File: src/sv/jtfle_pkg.sv
// Shared types, codes and byte helpers for the JSON text-field line extractor.
package jtfle_pkg;

  localparam logic [7:0] CH_LF    = 8'h0A;
  localparam logic [7:0] CH_CR    = 8'h0D;
  localparam logic [7:0] CH_TAB   = 8'h09;
  localparam logic [7:0] CH_SP    = 8'h20;
  localparam logic [7:0] CH_QUOTE = 8'h22;
  localparam logic [7:0] CH_COLON = 8'h3A;
  localparam logic [7:0] CH_BSL   = 8'h5C;
  localparam logic [7:0] CH_N     = 8'h6E;
  localparam logic [7:0] CH_R     = 8'h72;
  localparam logic [7:0] CH_T     = 8'h74;
  localparam logic [7:0] CH_E     = 8'h65;
  localparam logic [7:0] CH_X     = 8'h78;

  localparam logic [2:0] KEY_LAST = 3'd5;

  typedef enum logic [1:0] {
    KIND_CHAR    = 2'd0,
    KIND_COMMIT  = 2'd1,
    KIND_DISCARD = 2'd2
  } kind_t;

  typedef enum logic [6:0] {
    PH_SEARCH = 7'b0000001,
    PH_COLON  = 7'b0000010,
    PH_QUOTE  = 7'b0000100,
    PH_VALUE  = 7'b0001000,
    PH_ESCAPE = 7'b0010000,
    PH_CLOSED = 7'b0100000,
    PH_FAILED = 7'b1000000
  } phase_t;

  typedef struct packed {
    logic       vld;
    kind_t      kind;
    logic [7:0] ch;
  } jtfle_res_t;

  // Key is "text" with its quotes.
  function automatic logic [7:0] key_byte(input logic [2:0] p);
    logic [7:0] b;
    unique case (p)
      3'd0:    b = CH_QUOTE;
      3'd1:    b = CH_T;
      3'd2:    b = CH_E;
      3'd3:    b = CH_X;
      3'd4:    b = CH_T;
      3'd5:    b = CH_QUOTE;
      default: b = CH_QUOTE;
    endcase
    return b;
  endfunction

  function automatic logic is_ws(input logic [7:0] c);
    return (c == CH_SP) || ((c >= CH_TAB) && (c <= CH_CR));
  endfunction

endpackage

File: src/sv/jtfle_parse.sv
// Line parser: phase and key-match state plus per-byte decode.
module jtfle_parse
  import jtfle_pkg::*;
(
  input  logic       clk,
  input  logic       rst,
  input  logic       step,
  input  logic [7:0] in_byte,
  output jtfle_res_t res
);

  phase_t     phase, phase_next;
  logic [2:0] key_progress, key_progress_next;
  logic [2:0] p;
  logic [7:0] dec;

  always_comb begin
    phase_next        = phase;
    key_progress_next = key_progress;
    res               = '0;
    p                 = (key_progress > KEY_LAST) ? 3'd0 : key_progress;
    dec               = in_byte;
    if (in_byte == CH_LF) begin
      res.vld           = 1'b1;
      res.kind          = (phase == PH_CLOSED) ? KIND_COMMIT : KIND_DISCARD;
      phase_next        = PH_SEARCH;
      key_progress_next = 3'd0;
    end else begin
      unique case (phase)
        PH_SEARCH: begin
          if (in_byte == key_byte(p)) begin
            if (p == KEY_LAST) begin
              phase_next        = PH_COLON;
              key_progress_next = 3'd0;
            end else begin
              key_progress_next = p + 3'd1;
            end
          end else begin
            // a quote can always restart the key
            key_progress_next = (in_byte == CH_QUOTE) ? 3'd1 : 3'd0;
          end
        end
        PH_COLON: begin
          if (!is_ws(in_byte)) phase_next = (in_byte == CH_COLON) ? PH_QUOTE : PH_FAILED;
        end
        PH_QUOTE: begin
          if (!is_ws(in_byte)) phase_next = (in_byte == CH_QUOTE) ? PH_VALUE : PH_FAILED;
        end
        PH_VALUE: begin
          if (in_byte == CH_QUOTE) begin
            phase_next = PH_CLOSED;
          end else if (in_byte == CH_BSL) begin
            phase_next = PH_ESCAPE;
          end else begin
            res.vld  = 1'b1;
            res.kind = KIND_CHAR;
            res.ch   = in_byte;
          end
        end
        PH_ESCAPE: begin
          priority if (in_byte == CH_N) dec = CH_LF;
          else if (in_byte == CH_R) dec = CH_CR;
          else if (in_byte == CH_T) dec = CH_TAB;
          else dec = in_byte;
          phase_next = PH_VALUE;
          res.vld    = 1'b1;
          res.kind   = KIND_CHAR;
          res.ch     = dec;
        end
        default: begin
        end
      endcase
    end
  end

  always_ff @(posedge clk) begin
    if (rst) begin
      phase        <= PH_SEARCH;
      key_progress <= 3'd0;
    end else if (step) begin
      phase        <= phase_next;
      key_progress <= key_progress_next;
    end
  end

endmodule

File: src/sv/json_text_field_line_extractor.sv
// Top level: input register, line parser, output register.
//
//  channel | signals                          | direction
//  --------+----------------------------------+----------
//  in      | in_valid, in_ready, in_byte      | sink
//  out     | out_valid, out_ready, kind,      | source
//          | out_char                         |
//
// One byte per cycle sustained while out does not stall; a result passes the input
// register and then the output register, where it is held until accepted.
// The parser state advances as a byte leaves the input register.
// Reset returns the parser to key search with nothing in flight.
// When out stalls, the input register holds and in_ready drops once it is full.
module json_text_field_line_extractor
  import jtfle_pkg::*;
(
  input  logic       clk,
  input  logic       rst,
  input  logic       in_valid,
  output logic       in_ready,
  input  logic [7:0] in_byte,
  output logic       out_valid,
  input  logic       out_ready,
  output logic [1:0] kind,
  output logic [7:0] out_char
);

  logic       s1_valid;
  logic [7:0] s1_byte;
  logic       s1_adv;
  jtfle_res_t res;

  assign s1_adv   = s1_valid && (!out_valid || out_ready);
  assign in_ready = !s1_valid || s1_adv;

  jtfle_parse u_parse (
    .clk     (clk),
    .rst     (rst),
    .step    (s1_adv),
    .in_byte (s1_byte),
    .res     (res)
  );

  always_ff @(posedge clk) begin
    if (rst) begin
      s1_valid <= 1'b0;
    end else if (in_ready) begin
      s1_valid <= in_valid;
    end
  end

  always_ff @(posedge clk) begin
    if (in_valid && in_ready) s1_byte <= in_byte;
  end

  always_ff @(posedge clk) begin
    if (rst) begin
      out_valid <= 1'b0;
    end else if (s1_adv && res.vld) begin
      out_valid <= 1'b1;
    end else if (out_ready) begin
      out_valid <= 1'b0;
    end
  end

  always_ff @(posedge clk) begin
    if (s1_adv && res.vld) begin
      kind     <= res.kind;
      out_char <= res.ch;
    end
  end

endmodule

File: config.mk
export PLATFORM = sky130hd
export DESIGN_NAME = json_text_field_line_extractor
export DESIGN_NICKNAME = d
export VERILOG_FILES = /design/src/sv/jtfle_pkg.sv /design/src/sv/jtfle_parse.sv /design/src/sv/json_text_field_line_extractor.sv
export SDC_FILE = /design/constraint.sdc
export NUM_CORES = 1
export LEC_CHECK = 0
export BUFFER_PORTS_ARGS = -buffer_cell sky130_fd_sc_hd__buf_2
export CELL_PAD_IN_SITES_DETAIL_PLACEMENT = 2
export CELL_PAD_IN_SITES_GLOBAL_PLACEMENT = 2
export CORE_MARGIN = 4
export CORE_UTILIZATION = 35
export DETAILED_ROUTE_END_ITERATION = 10
export GPL_ROUTABILITY_DRIVEN = 0
export PLACE_DENSITY_LB_ADDON = 0.1
export SLEW_MARGIN = 5
export SYNTH_ARGS = -nofsm -noshare
export SYNTH_HDL_FRONTEND = slang
export SYNTH_SLANG_ARGS = --single-unit
File: constraint.sdc
create_clock -name clk -period 3.1 [get_ports clk]
set_input_delay 0.155 -clock clk [delete_from_list [all_inputs] [get_ports clk]]
set_output_delay 0.155 -clock clk [all_outputs]
set_load 0.05 [all_outputs]
Word-level counts from Yosys, hierarchy flattened
Cells that the tools add are included.
{"block": "word_totals", "register_bits": 30}
{"block": "classes", "add_sub_neg": 1, "n_lt_le_gt_ge": 3, "eq_ne": 25, "muxes": 29, "n_reduce_logical": 15}
{"operator": "7-bit two-way mux", "n": 9}
{"operator": "8-bit two-way mux", "n": 5}
{"operator": "7-bit one-hot mux with 5 select lines", "n": 1}
{"operator": "8-bit by 7-bit == test with 1-bit output, second input constant", "n": 4}
{"operator": "8-bit by 6-bit == test with 1-bit output, second input constant", "n": 3}
{"operator": "11-bit two-way mux", "n": 2}
{"operator": "11-bit one-hot mux with 2 select lines", "n": 1}
{"operator": "7-bit one-hot mux with 3 select lines", "n": 1}
{"operator": "3-bit two-way mux", "n": 6}
{"operator": "8-bit by 4-bit == test with 1-bit output, second input constant", "n": 1}
{"operator": "8-bit == test", "n": 1}
{"operator": "8-bit by 4-bit >= comparator with 1-bit output, second input constant", "n": 1}
{"operator": "8-bit by 4-bit <= comparator with 1-bit output, second input constant", "n": 1}
{"operator": "7-bit by 1-bit == test with 1-bit output, second input constant", "n": 1}
{"operator": "7-bit by 2-bit == test with 1-bit output, second input constant", "n": 1}
{"operator": "7-bit by 3-bit == test with 1-bit output, second input constant", "n": 1}
{"operator": "7-bit by 4-bit == test with 1-bit output, second input constant", "n": 1}
{"operator": "7-bit by 5-bit == test with 1-bit output, second input constant", "n": 1}
{"operator": "7-bit by 6-bit == test with 1-bit output, second input constant", "n": 1}
{"operator": "7-bit AND reduction", "n": 1}
{"operator": "3-bit by 2-bit == test with 1-bit output, second input constant", "n": 2}
{"operator": "3-bit == test, second input constant", "n": 2}
{"operator": "3-bit by 1-bit != test with 1-bit output, second input constant", "n": 2}
{"operator": "3-bit by 2-bit != test with 1-bit output, second input constant", "n": 2}
{"operator": "13 further kinds", "n": 22}

Longest topological paths before layout
Gate-level depths: netlist (run 1).
{"block": "logic_depth", "word_depth": 11, "depth_mapped": 9}

Modules after synthesis
A second synthesis (run 1) with hierarchy kept.
{"block": "unflattened", "cells_unflattened": 191, "hier_area_um2": 1801.7}
{"mod": "jtfle_parse", "instances": 1, "cells_each": 162, "area_per_inst_um2": 1158.6, "seq_area_each_um2": 200.2}
{"mod": "json_text_field_line_extractor", "instances": 1, "cells_each": 29, "area_per_inst_um2": 643.1, "seq_area_each_um2": 580.6}

Worst setup path after synthesis (run 1)
No wires, ideal clock.
{"block": "synth_path", "path_type": "register -> register", "from": "register u_parse.key_progress[1]", "to": "register u_parse.phase[6]", "setup_ns": 0.121, "arrival_ns": 2.277, "required_time_ns": 2.979, "setup_slack_ns": 0.702, "path_stages_with_launch": 10, "synth_period_minus_slack_ns": 2.398, "path_cell_list": "dfxtp_1 inv_1 nor3b_1 ha_1 nor2b_1 a2111oi_0 o2111ai_1 nor3_1 o31a_4 mux2_4"}
{"block": "synth_between", "elab_chain_len": 10, "word_cells_on_any_way": 15}
{"element": "start: declaration", "line": "jtfle_parse.sv:13", "text": "logic [2:0] key_progress, key_progress_next;"}
{"element": "start signal: assignment", "line": "jtfle_parse.sv:82", "text": "key_progress <= key_progress_next;"}
{"element": "3-bit > comparator", "line": "jtfle_parse.sv:21", "text": "p = (key_progress > KEY_LAST) ? 3'd0 : key_progress;"}
{"element": "3-bit two-way mux *", "line": "jtfle_parse.sv:21"}
{"element": "3-bit by 1-bit == test with 1-bit output or 3-bit == test (tied branches)", "line": "jtfle_pkg.sv:44", "text": "unique case (p)"}
{"element": "2-bit OR reduction (no source line)"}
{"element": "7-bit one-hot mux with 3 select lines", "line": "jtfle_pkg.sv:44"}
{"element": "8-bit two-way mux", "line": "jtfle_parse.sv:29", "text": "unique case (phase)"}
{"element": "8-bit two-way mux", "line": "jtfle_parse.sv:23", "text": "if (in_byte == CH_LF) begin"}
{"element": "8-bit == test", "line": "jtfle_parse.sv:31", "text": "if (in_byte == key_byte(p)) begin"}
{"element": "3-bit by 1-bit != test with 1-bit output (no source line)"}
{"element": "7-bit AND reduction (no source line) *"}
{"element": "end signal: assignment", "line": "jtfle_parse.sv:81", "text": "phase <= phase_next;"}
{"element": "end: declaration", "line": "jtfle_parse.sv:12", "text": "phase_t phase, phase_next;"}
Mark *: on every way between the ends. The rest lies on a longest branch, timed or not. The select of a mux whose other input is x is not followed.
A chain may end at the register's enable or synchronous reset.

Final worst setup path (run 1)
{"block": "layout_path", "from": "register s1_byte[2]", "to": "register out_char[4] (enable)"}
{"block": "layout_between", "elab_chain_len": 6, "word_cells_on_any_way": 8}
{"element": "start: declaration", "line": "json_text_field_line_extractor.sv:29", "text": "logic [7:0] s1_byte;"}
{"element": "start signal: assignment", "line": "json_text_field_line_extractor.sv:53", "text": "if (in_valid && in_ready) s1_byte <= in_byte;"}
{"element": "8-bit by 7-bit == test with 1-bit output", "line": "jtfle_parse.sv:52", "text": "end else if (in_byte == CH_BSL) begin"}
{"element": "11-bit two-way mux", "line": "jtfle_parse.sv:52"}
{"element": "11-bit two-way mux", "line": "jtfle_parse.sv:50", "text": "if (in_byte == CH_QUOTE) begin"}
{"element": "11-bit one-hot mux with 2 select lines", "line": "jtfle_parse.sv:29"}
{"element": "3-bit two-way mux *", "line": "jtfle_parse.sv:23"}
{"element": "1-bit logical AND *", "line": "json_text_field_line_extractor.sv:67", "text": "if (s1_adv && res.vld) begin"}
{"element": "end signal: assignment", "line": "json_text_field_line_extractor.sv:69", "text": "out_char <= res.ch;"}
{"element": "end: declaration", "line": "json_text_field_line_extractor.sv:25", "text": "output logic [7:0] out_char"}
Mark *: on every way between the ends. The rest lies on a longest branch, timed or not.

==> flow_summary.ini, run 1 <==
[global_route]
antenna_found_initial = 0
grt_pass1_vias = 1771
grt_usage_pct = 19.4
grt_overflow_total = 0
grt_max_degree = 13
grt_pass1_wl_um = 9310

[route]
detail_route.wl_per_cell_um = 19.8
routed_wl_um = 5660
detail_route.vias_per_cell = 5.80
drc = 0
antenna_left = 0
drt-initial-drc-count = 122
firstDrtPassIters = 4
vias = 1660

[logic_synthesis]
synth_area_leader_cell = edfxtp_1
synth_edf_count = 18
yosysSeqAreaShare_pct = 43.9
ys_types = 48
synth_nets = 204
ys.flop_type = edfxtp_1
syn_area_um2 = 1780
synth_area_leaders = edfxtp_1 (30%), dfxtp_1 (14%), nand2_1 (4.2%)
ys_ff_latch = 30
async_flop_share_pct = 0
synth.most_common_cell = nand2_1
synth_commonest_cells = nand2_1 (20), edfxtp_1 (18), dfxtp_1 (12)
avgSynthCellArea_um2 = 9.31
yosysWarnings = 0
synth_top_area_share_pct = 30.4
syn-instance-count = 191

[floorplanning]
die_h_um = 79.3
row_count = 25
dieArea_um2 = 6280
ioPinCount = 24
core-area_um2 = 4820
initial_utilization_pct = 36.9
die_x_um = 79.3

[timing]
relSlewSlack_pct = 28.1
fmax_ghz = 0.358
setup_tns_ns = 0
rsz0062_at_grt = false
min_period_ns = 2.79
finalCritPeriodShare_pct = 90.1
final-max-slew-violation-count = 0
timing.clock.skew_ns = 0.0137
setup_viol = 0
hold_violations = 0
worst_pin_slew_ns = 1.07

[clock_tree]
post_cts_buffers = 0
root_buffer = clkbuf_8
hold_buffers = 0
cts_tree = built
cts_buffer_depth = 2
numCtsBuffers = 5
cts_max_level = 2
cts.clk_slew.worst_paths_ns = 0.07
cts.sinks = 30
clk_latency_ns = 0.30

[cells_and_area]
antennaDiodeCount = 0
finalNetCount = 231
fin_cells = 286
fillers = 560
layout-drive-gt1-share_pct = 18.3
areaGrowthSynthToFinish_pct = 17.9

[pwr]
ir_drop_mv = 0.205
p_leak_nw = 0.791
powerDensity_nw_per_um2 = 426
p_switching_mw = 0.205
power.internal_mw = 0.687
switching_share_pct = 23.0
pwr-share-clk_pct = 45.3
combPwrFrac_pct = 5.5
power_frac_seq_pct = 49.2
p_total_mw = 0.892

[worst_setup_path]
endpoint_kind = flip-flop
critPathSlowestCell = nor4_1
worstSetupPathType = flip-flop to flip-flop
path_max_fanout = 12
max_stage_delay_ns = 0.71
start_kind = flip-flop
critPathTopFamily = simple AND/OR/NAND/NOR gates
crit_required_ns = 2.99
critPathBufInv = 0
worstPathArrival_ns = 2.68
crit_chain = nor4_1 > nand3_1 > o311ai_1 > a31oi_1

[worst_hold_path]
hp-class = primary input to flip-flop

[run]
cap_viol_max_count = 0

[status]
status = completed

[place]
dp_cells = 278
dpl.hpwl_um = 4290
io_buffers = 23
==> power groups by stage <==
stage / Combinational, mW / Clock, mW / Sequential (mW)
6_report: 0.0489 / 0.404 / 0.439
4_1_cts: 0.0488 / 0.407 / 0.439
3_3_place_gp: 0.0468 / 0 / 0.447
5_1_grt: 0.0543 / 0.434 / 0.440
3_5_place_dp: 0.0486 / 0 / 0.448
2_1_floorplan: 0.0312 / 0 / 0.441
==> cell type report <==
class / count / area, um2 / area share, %
Clock buffer: 6 / 72.6 / 3.46
Inverter: 7 / 26.3 / 1.25
Timing Repair Buffer: 28 / 153 / 7.28
Sequential cell: 30 / 781 / 37.3
Multi-Input combinational cell: 146 / 942 / 45.0
Tap cell: 67 / 83.8 / 4.00
Clock inverter: 2 / 37.5 / 1.79
==> cells in the final DEF, fill, tap and decap left out, types with 7 or more instances in the layout <==
master / instances
dfxtp_1: 12
a21oi_1: 10
nor2_1: 10
nor2b_1: 8
o21ai_0: 10
nand2_1: 20
edfxtp_1: 18
buf_2: 23
nand3_1: 9
inv_1: 7
==> kinds of logic after synthesis <==
logic type      after synthesis  share of synthesized area [%]
compound gates               48                           19.6
flops                        30                           43.9
mux                           4                           2.53
buf+inv                      15                           3.38
xor+xnor                      5                           2.46
fa+ha+maj                     1                          0.704
simple gates                 88                           27.4
==> worst reg2reg max path: cells and delay by family, from the launching register on <==
kind,cells,cell delay (ns)
AND/OR/NAND/NOR,2,0.95
AO/OA/AOI/OAI,2,0.85
flip-flops,1,0.59
==> what timing repair did <==
item	CTS	global route
resized for setup	0	1
setup endpoints to repair	0	2
endpoints found under the hold margin	0	0
==> registers in the layout (all words and copies together) (netlist names) <==
| register | flops |
|---|---|
| out_char | 8 |
| u_parse.key_progress | 3 |
| s1_valid | 1 |
| u_parse.phase | 7 |
| kind | 2 |
| out_valid | 1 |
| s1_byte | 8 |
==> stage by stage <==
step                util [%]  area (um2)  hold slack (ns)  worst slack, ns
finish                  43.5        2100           0.0403            0.308
global route            43.5        2100           0.0214           0.0329
CTS                     43.4        2090           0.0377            0.270
detailed placement      41.1        1980            0.333            0.293
global placement        41.1        1980            0.333            0.413
floorplan                  -        1780            0.254            0.702
==> path summary, 6_finish.rpt <==
path | start | to | slack (ns) | cells after the start
hold / removal | in_byte[6] | s1_byte[6] | 0.04 | 1
setup / recovery | s1_byte[2] | out_char[4] | 0.31 | 4
setup reg to reg | s1_byte[2] | out_char[4] | 0.31 | 4
hold reg to reg | u_parse.phase[0] | u_parse.phase[0] | 0.55 | 2
==> layer usage <==
metal	up-vias	GRT usage, %	share of wire (%)
met5	-	0	0
met4	0	4.81	1.5
met3	10	4.08	4.2
met2	48	33.1	49
met1	822	25.0	46
li1	780	-	-
Note: power is estimated with default switching activity, not from simulation.
==> inputs of run 2 (changes only) <==
--- a/config.mk
+++ b/config.mk
@@ -13,7 +13,9 @@
 export DETAILED_ROUTE_END_ITERATION = 10
 export GPL_ROUTABILITY_DRIVEN = 0
 export PLACE_DENSITY_LB_ADDON = 0.1
+export RECOVER_POWER = 100
 export SLEW_MARGIN = 5
 export SYNTH_ARGS = -nofsm -noshare
 export SYNTH_HDL_FRONTEND = slang
+export SYNTH_HIERARCHICAL = 1
 export SYNTH_SLANG_ARGS = --single-unit
==> run 2 against run 1 <==
Compared with the run above:
- critical path type unchanged
- fmax is 3.5% higher
- highest routed layer unchanged
- flip-flop and latch count stayed put
- clock power down 26%
- sequential power hardly changed
- non-clock buffer count decreased by 5
- largest power group unchanged
- cell area shrank 4.5%
- count of clock-buffer cells in the layout unchanged
- largest cell class unchanged
- area after synthesis is 1.3% higher
- core utilization decreased by 2.2 points
==> flow_summary.ini, run 2 <==
[cells_and_area]
final_cell_mix = edfxtp_1 (18), nand2_1 (16), nor2b_1 (14), nor2_1 (14), clkbuf_1 (13)
areaGrowthSynthToFinish_pct = 11.0
fillers = 558
final_common_cell = edfxtp_1
layout-drive-gt1-share_pct = 11.3
regArea_um2 = 781
fin_util_pct = 41.3
antennaDiodeCount = 0
multi_input_area_um2 = 928
finalNetCount = 225
reg.largest.list = out_char: 8 flops, s1_byte: 8 flops, u_parse/phase: 7 flops

[clock_tree]
cts_resized = 0
hold_buffers = 0
cts_buffer_depth = 2
clk_latency_ns = 0.28
cts.clk_slew.worst_paths_ns = 0.07
numCtsBuffers = 5
cts_tree = built
cts_max_level = 2
post_cts_buffers = 0
cts.sinks = 30
root_buffer = clkbuf_8

[timing]
timing.clock.skew_ns = 0.00666
relSlewSlack_pct = 47.5
final-max-slew-violation-count = 0
setup_tns_ns = 0
min_period_ns = 2.70
finalCritPeriodShare_pct = 87.1
hold_violations = 0
worst_pin_slew_ns = 0.786
fmax_ghz = 0.370
rsz0062_at_grt = false
setup_viol = 0

[logic_synthesis]
synth_area_leader_cell = edfxtp_1
ys.flop_type = edfxtp_1
synth_nets = 204
synth.most_common_cell = edfxtp_1
synth_area_leaders = edfxtp_1 (30%), dfxtp_1 (13%), nor2b_1 (4.9%)
synth_commonest_cells = edfxtp_1 (18), nand2_1 (16), nor2_1 (14), nor2b_1 (14), dfxtp_1 (12)
ys_types = 53
syn-instance-count = 191
synth_top_area_share_pct = 30.0
yosysSeqAreaShare_pct = 43.3
avgSynthCellArea_um2 = 9.43
async_flop_share_pct = 0
synth_edf_count = 18
yosysWarnings = 6
ys_ff_latch = 30
syn_area_um2 = 1800

[global_route]
grt_max_degree = 18
grt_overflow_total = 0
grt_pass1_wl_um = 8230
grt_pass1_vias = 1604
antenna_found_initial = 0
grt_usage_pct = 16.8

[floorplanning]
die_x_um = 79.8
dieArea_um2 = 6360
ioPinCount = 24
initial_utilization_pct = 37.2
die_h_um = 79.8
core-area_um2 = 4850
row_count = 25

[pwr]
p_total_mw = 0.780
p_leak_nw = 0.695
ir_drop_mv = 0.172
powerDensity_nw_per_um2 = 390

[worst_setup_path]
worstReg2RegEnd = u_parse/phase[3]
critPathSlowestCell = nor4_2
critPathTopFamily = simple AND/OR/NAND/NOR gates
worstSetupPathType = flip-flop to flip-flop
rrSetupSlack_ns = 0.40
worstPathArrival_ns = 2.87
crit_chain = nor3b_1 > ha_1 > a211oi_1 > mux2i_1 > nor4_2 > o22ai_1 > a2bb2o_1
max_stage_delay_ns = 0.58
crit_required_ns = 3.27
path_max_fanout = 10
endpoint_kind = flip-flop
r2r-start = u_parse/key_progress[0]
critPathBufInv = 0
start_kind = flip-flop
reg2reg_depth = 7

[route]
antenna_left = 0
detail_route.vias_per_cell = 5.56
firstDrtPassIters = 4
routed_wl_um = 5030
vias = 1558
drt-initial-drc-count = 67
drc = 0
detail_route.wl_per_cell_um = 18.0

[run]
cap_viol_max_count = 0

[worst_hold_path]
min_to = s1_byte[0]
hold-path-cell-count = 1
worstHoldStart = in_byte[0]
hp-class = primary input to flip-flop

[status]
status = completed

[place]
io_buffers = 23
dpl.hpwl_um = 3890
[run 2: layer usage]
layer	GRT usage, %	share of wire (%)	wire length (um)	vias up
met3	4.29	5.6	283	4
met2	27.2	46	2320	32
met4	4.73	0.91	46	0
li1	-	-	-	749
met5	0	0	0	-
met1	22.1	47	2380	773
[run 2: cell type report]
| type | instances | share of cell area (%) |
|---|---|---|
| clock buffers | 6 | 3.63 |
| well taps | 67 | 4.19 |
| flip-flops and latches | 30 | 39.0 |
| clock inverters | 2 | 0.438 |
| inverters | 7 | 1.31 |
| multi-input cells | 145 | 46.4 |
| repair buffers | 23 | 5.00 |
[run 2: worst max path at each step]
stage,startpoint,endpoint,cells past startpoint
2_1_floorplan,s1_byte[0],kind[0],5
3_3_place_gp,s1_byte[2],u_parse/phase[3],6
3_5_place_dp,s1_byte[2],out_char[7],5
4_1_cts,s1_byte[2],out_char[0],5
5_1_grt,s1_byte[2],out_char[7],5
6_report,u_parse/key_progress[0],u_parse/phase[3],7
[run 2: power breakdown]
| part | switching (mW) | internal (mW) |
|---|---|---|
| clock network | 0.145 | 0.154 |
| registers | 0.0139 | 0.428 |
| logic | 0.0221 | 0.0168 |
[run 2: kinds of logic after synthesis]
family | after synthesis | share of synthesized area (%)
flops | 30 | 43.3
xor+xnor | 4 | 1.94
simple gates | 94 | 30.8
buf+inv | 16 | 3.82
fa+ha+maj | 1 | 0.694
mux | 4 | 2.50
compound gates | 42 | 16.9
[run 2: metrics by stage]
| stage | cells | setup slack, ns | hold slack [ns] | area [um2] |
|---|---|---|---|---|
| finish | 280 | 0.401 | 0.0418 | 2000 |
| global route | 280 | 0.0704 | 0.0350 | 2000 |
| CTS | 280 | 0.383 | 0.0428 | 2040 |
| detailed placement | 272 | 0.378 | 0.334 | 1960 |
| global placement | 272 | 0.608 | 0.332 | 1960 |
| floorplan | 191 | 0.937 | 0.224 | 1800 |
==> inputs of run 3 (changes only) <==
--- a/config.mk
+++ b/config.mk
@@ -8,7 +8,7 @@
 export BUFFER_PORTS_ARGS = -buffer_cell sky130_fd_sc_hd__buf_2
 export CELL_PAD_IN_SITES_DETAIL_PLACEMENT = 2
 export CELL_PAD_IN_SITES_GLOBAL_PLACEMENT = 2
-export CORE_MARGIN = 4
+export CORE_MARGIN = 2
 export CORE_UTILIZATION = 35
 export DETAILED_ROUTE_END_ITERATION = 10
 export GPL_ROUTABILITY_DRIVEN = 0
==> run 3 against run 2 <==
Compared with the run above:
- combinational power rose by 3%
- non-clock buffer count did not move
- via count rose by 1.6%
- clock power hardly changed
- count of clock-buffer cells in the layout up 1
- worst hold slack improved by 0.0055 ns
- first-iteration DRC count up 30%
- cell area grew 0.38%
- routed wire length grew 5.9%
- total power is 0.47% higher
- final cell count is 1.1% higher
- sequential share of layout area down 0.15 points
- largest power group unchanged
- highest routed layer unchanged
==> flow_summary.ini, run 3 (synthesized netlist as in run 2, its figures left out) <==
[status]
status = completed

[place]
io_buffers = 23
dp_slack_ns = 0.426
dpl.hpwl_um = 4040

[pwr]
p_leak_nw = 0.686
powerDensity_nw_per_um2 = 390
ir_drop_mv = 0.238

[floorplanning]
dieArea_um2 = 5740
ioPinCount = 24
core-area_um2 = 5040
die_x_um = 75.8
row_count = 26
initial_utilization_pct = 35.7
die_h_um = 75.8

[clock_tree]
cts_max_level = 2
cts.clk_slew.worst_paths_ns = 0.06
cts.sinks = 30
cts_resized = 0
cts_buffer_depth = 2
post_cts_buffers = 0
clk_latency_ns = 0.28
root_buffer = clkbuf_8
cts_tree = built
hold_buffers = 0
numCtsBuffers = 5

[route]
detail_route.wl_per_cell_um = 18.8
detail_route.vias_per_cell = 5.59
routed_wl_um = 5330
firstDrtPassIters = 4
drc = 0
vias = 1583
antenna_left = 0
drt-initial-drc-count = 87

[timing]
min_period_ns = 2.69
setup_tns_ns = 0
relSlewSlack_pct = 43.2
setup_viol = 0
finalCritPeriodShare_pct = 86.7
rsz0062_at_grt = false
worst_pin_slew_ns = 0.851
fmax_ghz = 0.372
final-max-slew-violation-count = 0
timing.clock.skew_ns = 0.00389
fin_ws_ns = 0.413
hold_violations = 0

[worst_setup_path]
crit_required_ns = 3.01
max_stage_delay_ns = 0.67
start_kind = flip-flop
crit_chain = nor4_1 > nand3_1 > nand3_1 > nand2_1 > nor2b_1
critPathTopFamily = simple AND/OR/NAND/NOR gates
crit_top_cell = nand3_1
critPathSlowestCell = nor2b_1
path_max_fanout = 12
critPathBufInv = 0
worstSetupPathType = flip-flop to flip-flop
worstPathArrival_ns = 2.60
endpoint_kind = flip-flop

[cells_and_area]
final_cell_mix = edfxtp_1 (18), nand2_1 (16), nor2b_1 (14), clkbuf_1 (14), nor2_1 (14)
areaGrowthSynthToFinish_pct = 11.5
reg.largest.list = out_char: 8 flops, s1_byte: 8 flops, u_parse/phase: 7 flops
antennaDiodeCount = 0
finalNetCount = 225
regArea_um2 = 781
final_common_cell = edfxtp_1
multi_input_area_um2 = 933
fillers = 583
layout-drive-gt1-share_pct = 10.3

[global_route]
grt_pass1_wl_um = 8560
grt_max_degree = 18
antenna_found_initial = 0
grt_pass1_vias = 1678
grt_overflow_total = 0
grt_usage_pct = 20.3

[run]
cap_viol_max_count = 0

[worst_hold_path]
hp-class = primary input to flip-flop
run 3: area by class of cell:
cell class / instances / area share, %
multi-input cells: 145 / 46.5
flip-flops and latches: 30 / 38.9
repair buffers: 23 / 4.98
well taps: 70 / 4.36
clock buffers: 7 / 3.80
inverters: 7 / 1.31
clock inverters: 1 / 0.187
run 3: per-layer routing:
| layer | vias up | share of wire (%) | wire, um | GRT usage [%] |
|---|---|---|---|---|
| met5 | - | 0 | 0 | 0 |
| met4 | 0 | 2.7 | 146 | 8.97 |
| met3 | 12 | 3.4 | 181 | 4.37 |
| met2 | 32 | 49 | 2600 | 33.4 |
| met1 | 790 | 45 | 2400 | 25.6 |
| li1 | 749 | - | - | - |
run 3: power breakdown:
group          leakage [nW]  total [mW]  switching [mW]  internal (mW)
Clock                0.0399       0.302           0.146          0.156
Combinational         0.393      0.0400          0.0232         0.0168
Sequential            0.254       0.442          0.0139          0.428
Total                 0.686       0.784           0.183          0.601
run 3: worst paths after layout:
path / start / to / slack (ns) / cells past startpoint
max: s1_byte[2] / out_char[2] / 0.41 / 5
min: in_byte[0] / s1_byte[0] / 0.05 / 1
max reg2reg: s1_byte[2] / out_char[2] / 0.41 / 5
min reg2reg: s1_valid / out_valid / 0.53 / 2
run 3: per-stage QoR:
stage | cell area, um2 | cells | util, % | power [mW] | hold WS, ns
2_1_floorplan | 1800 | 191 | - | 0.472 | 0.224
3_3_place_gp | 1960 | 275 | 38.9 | 0.488 | 0.331
3_5_place_dp | 1960 | 275 | 38.9 | 0.491 | 0.333
4_1_cts | 2040 | 283 | 40.5 | 0.795 | 0.0409
5_1_grt | 2010 | 283 | 39.8 | 0.814 | 0.0358
6_report | 2010 | 283 | 39.8 | 0.784 | 0.0473
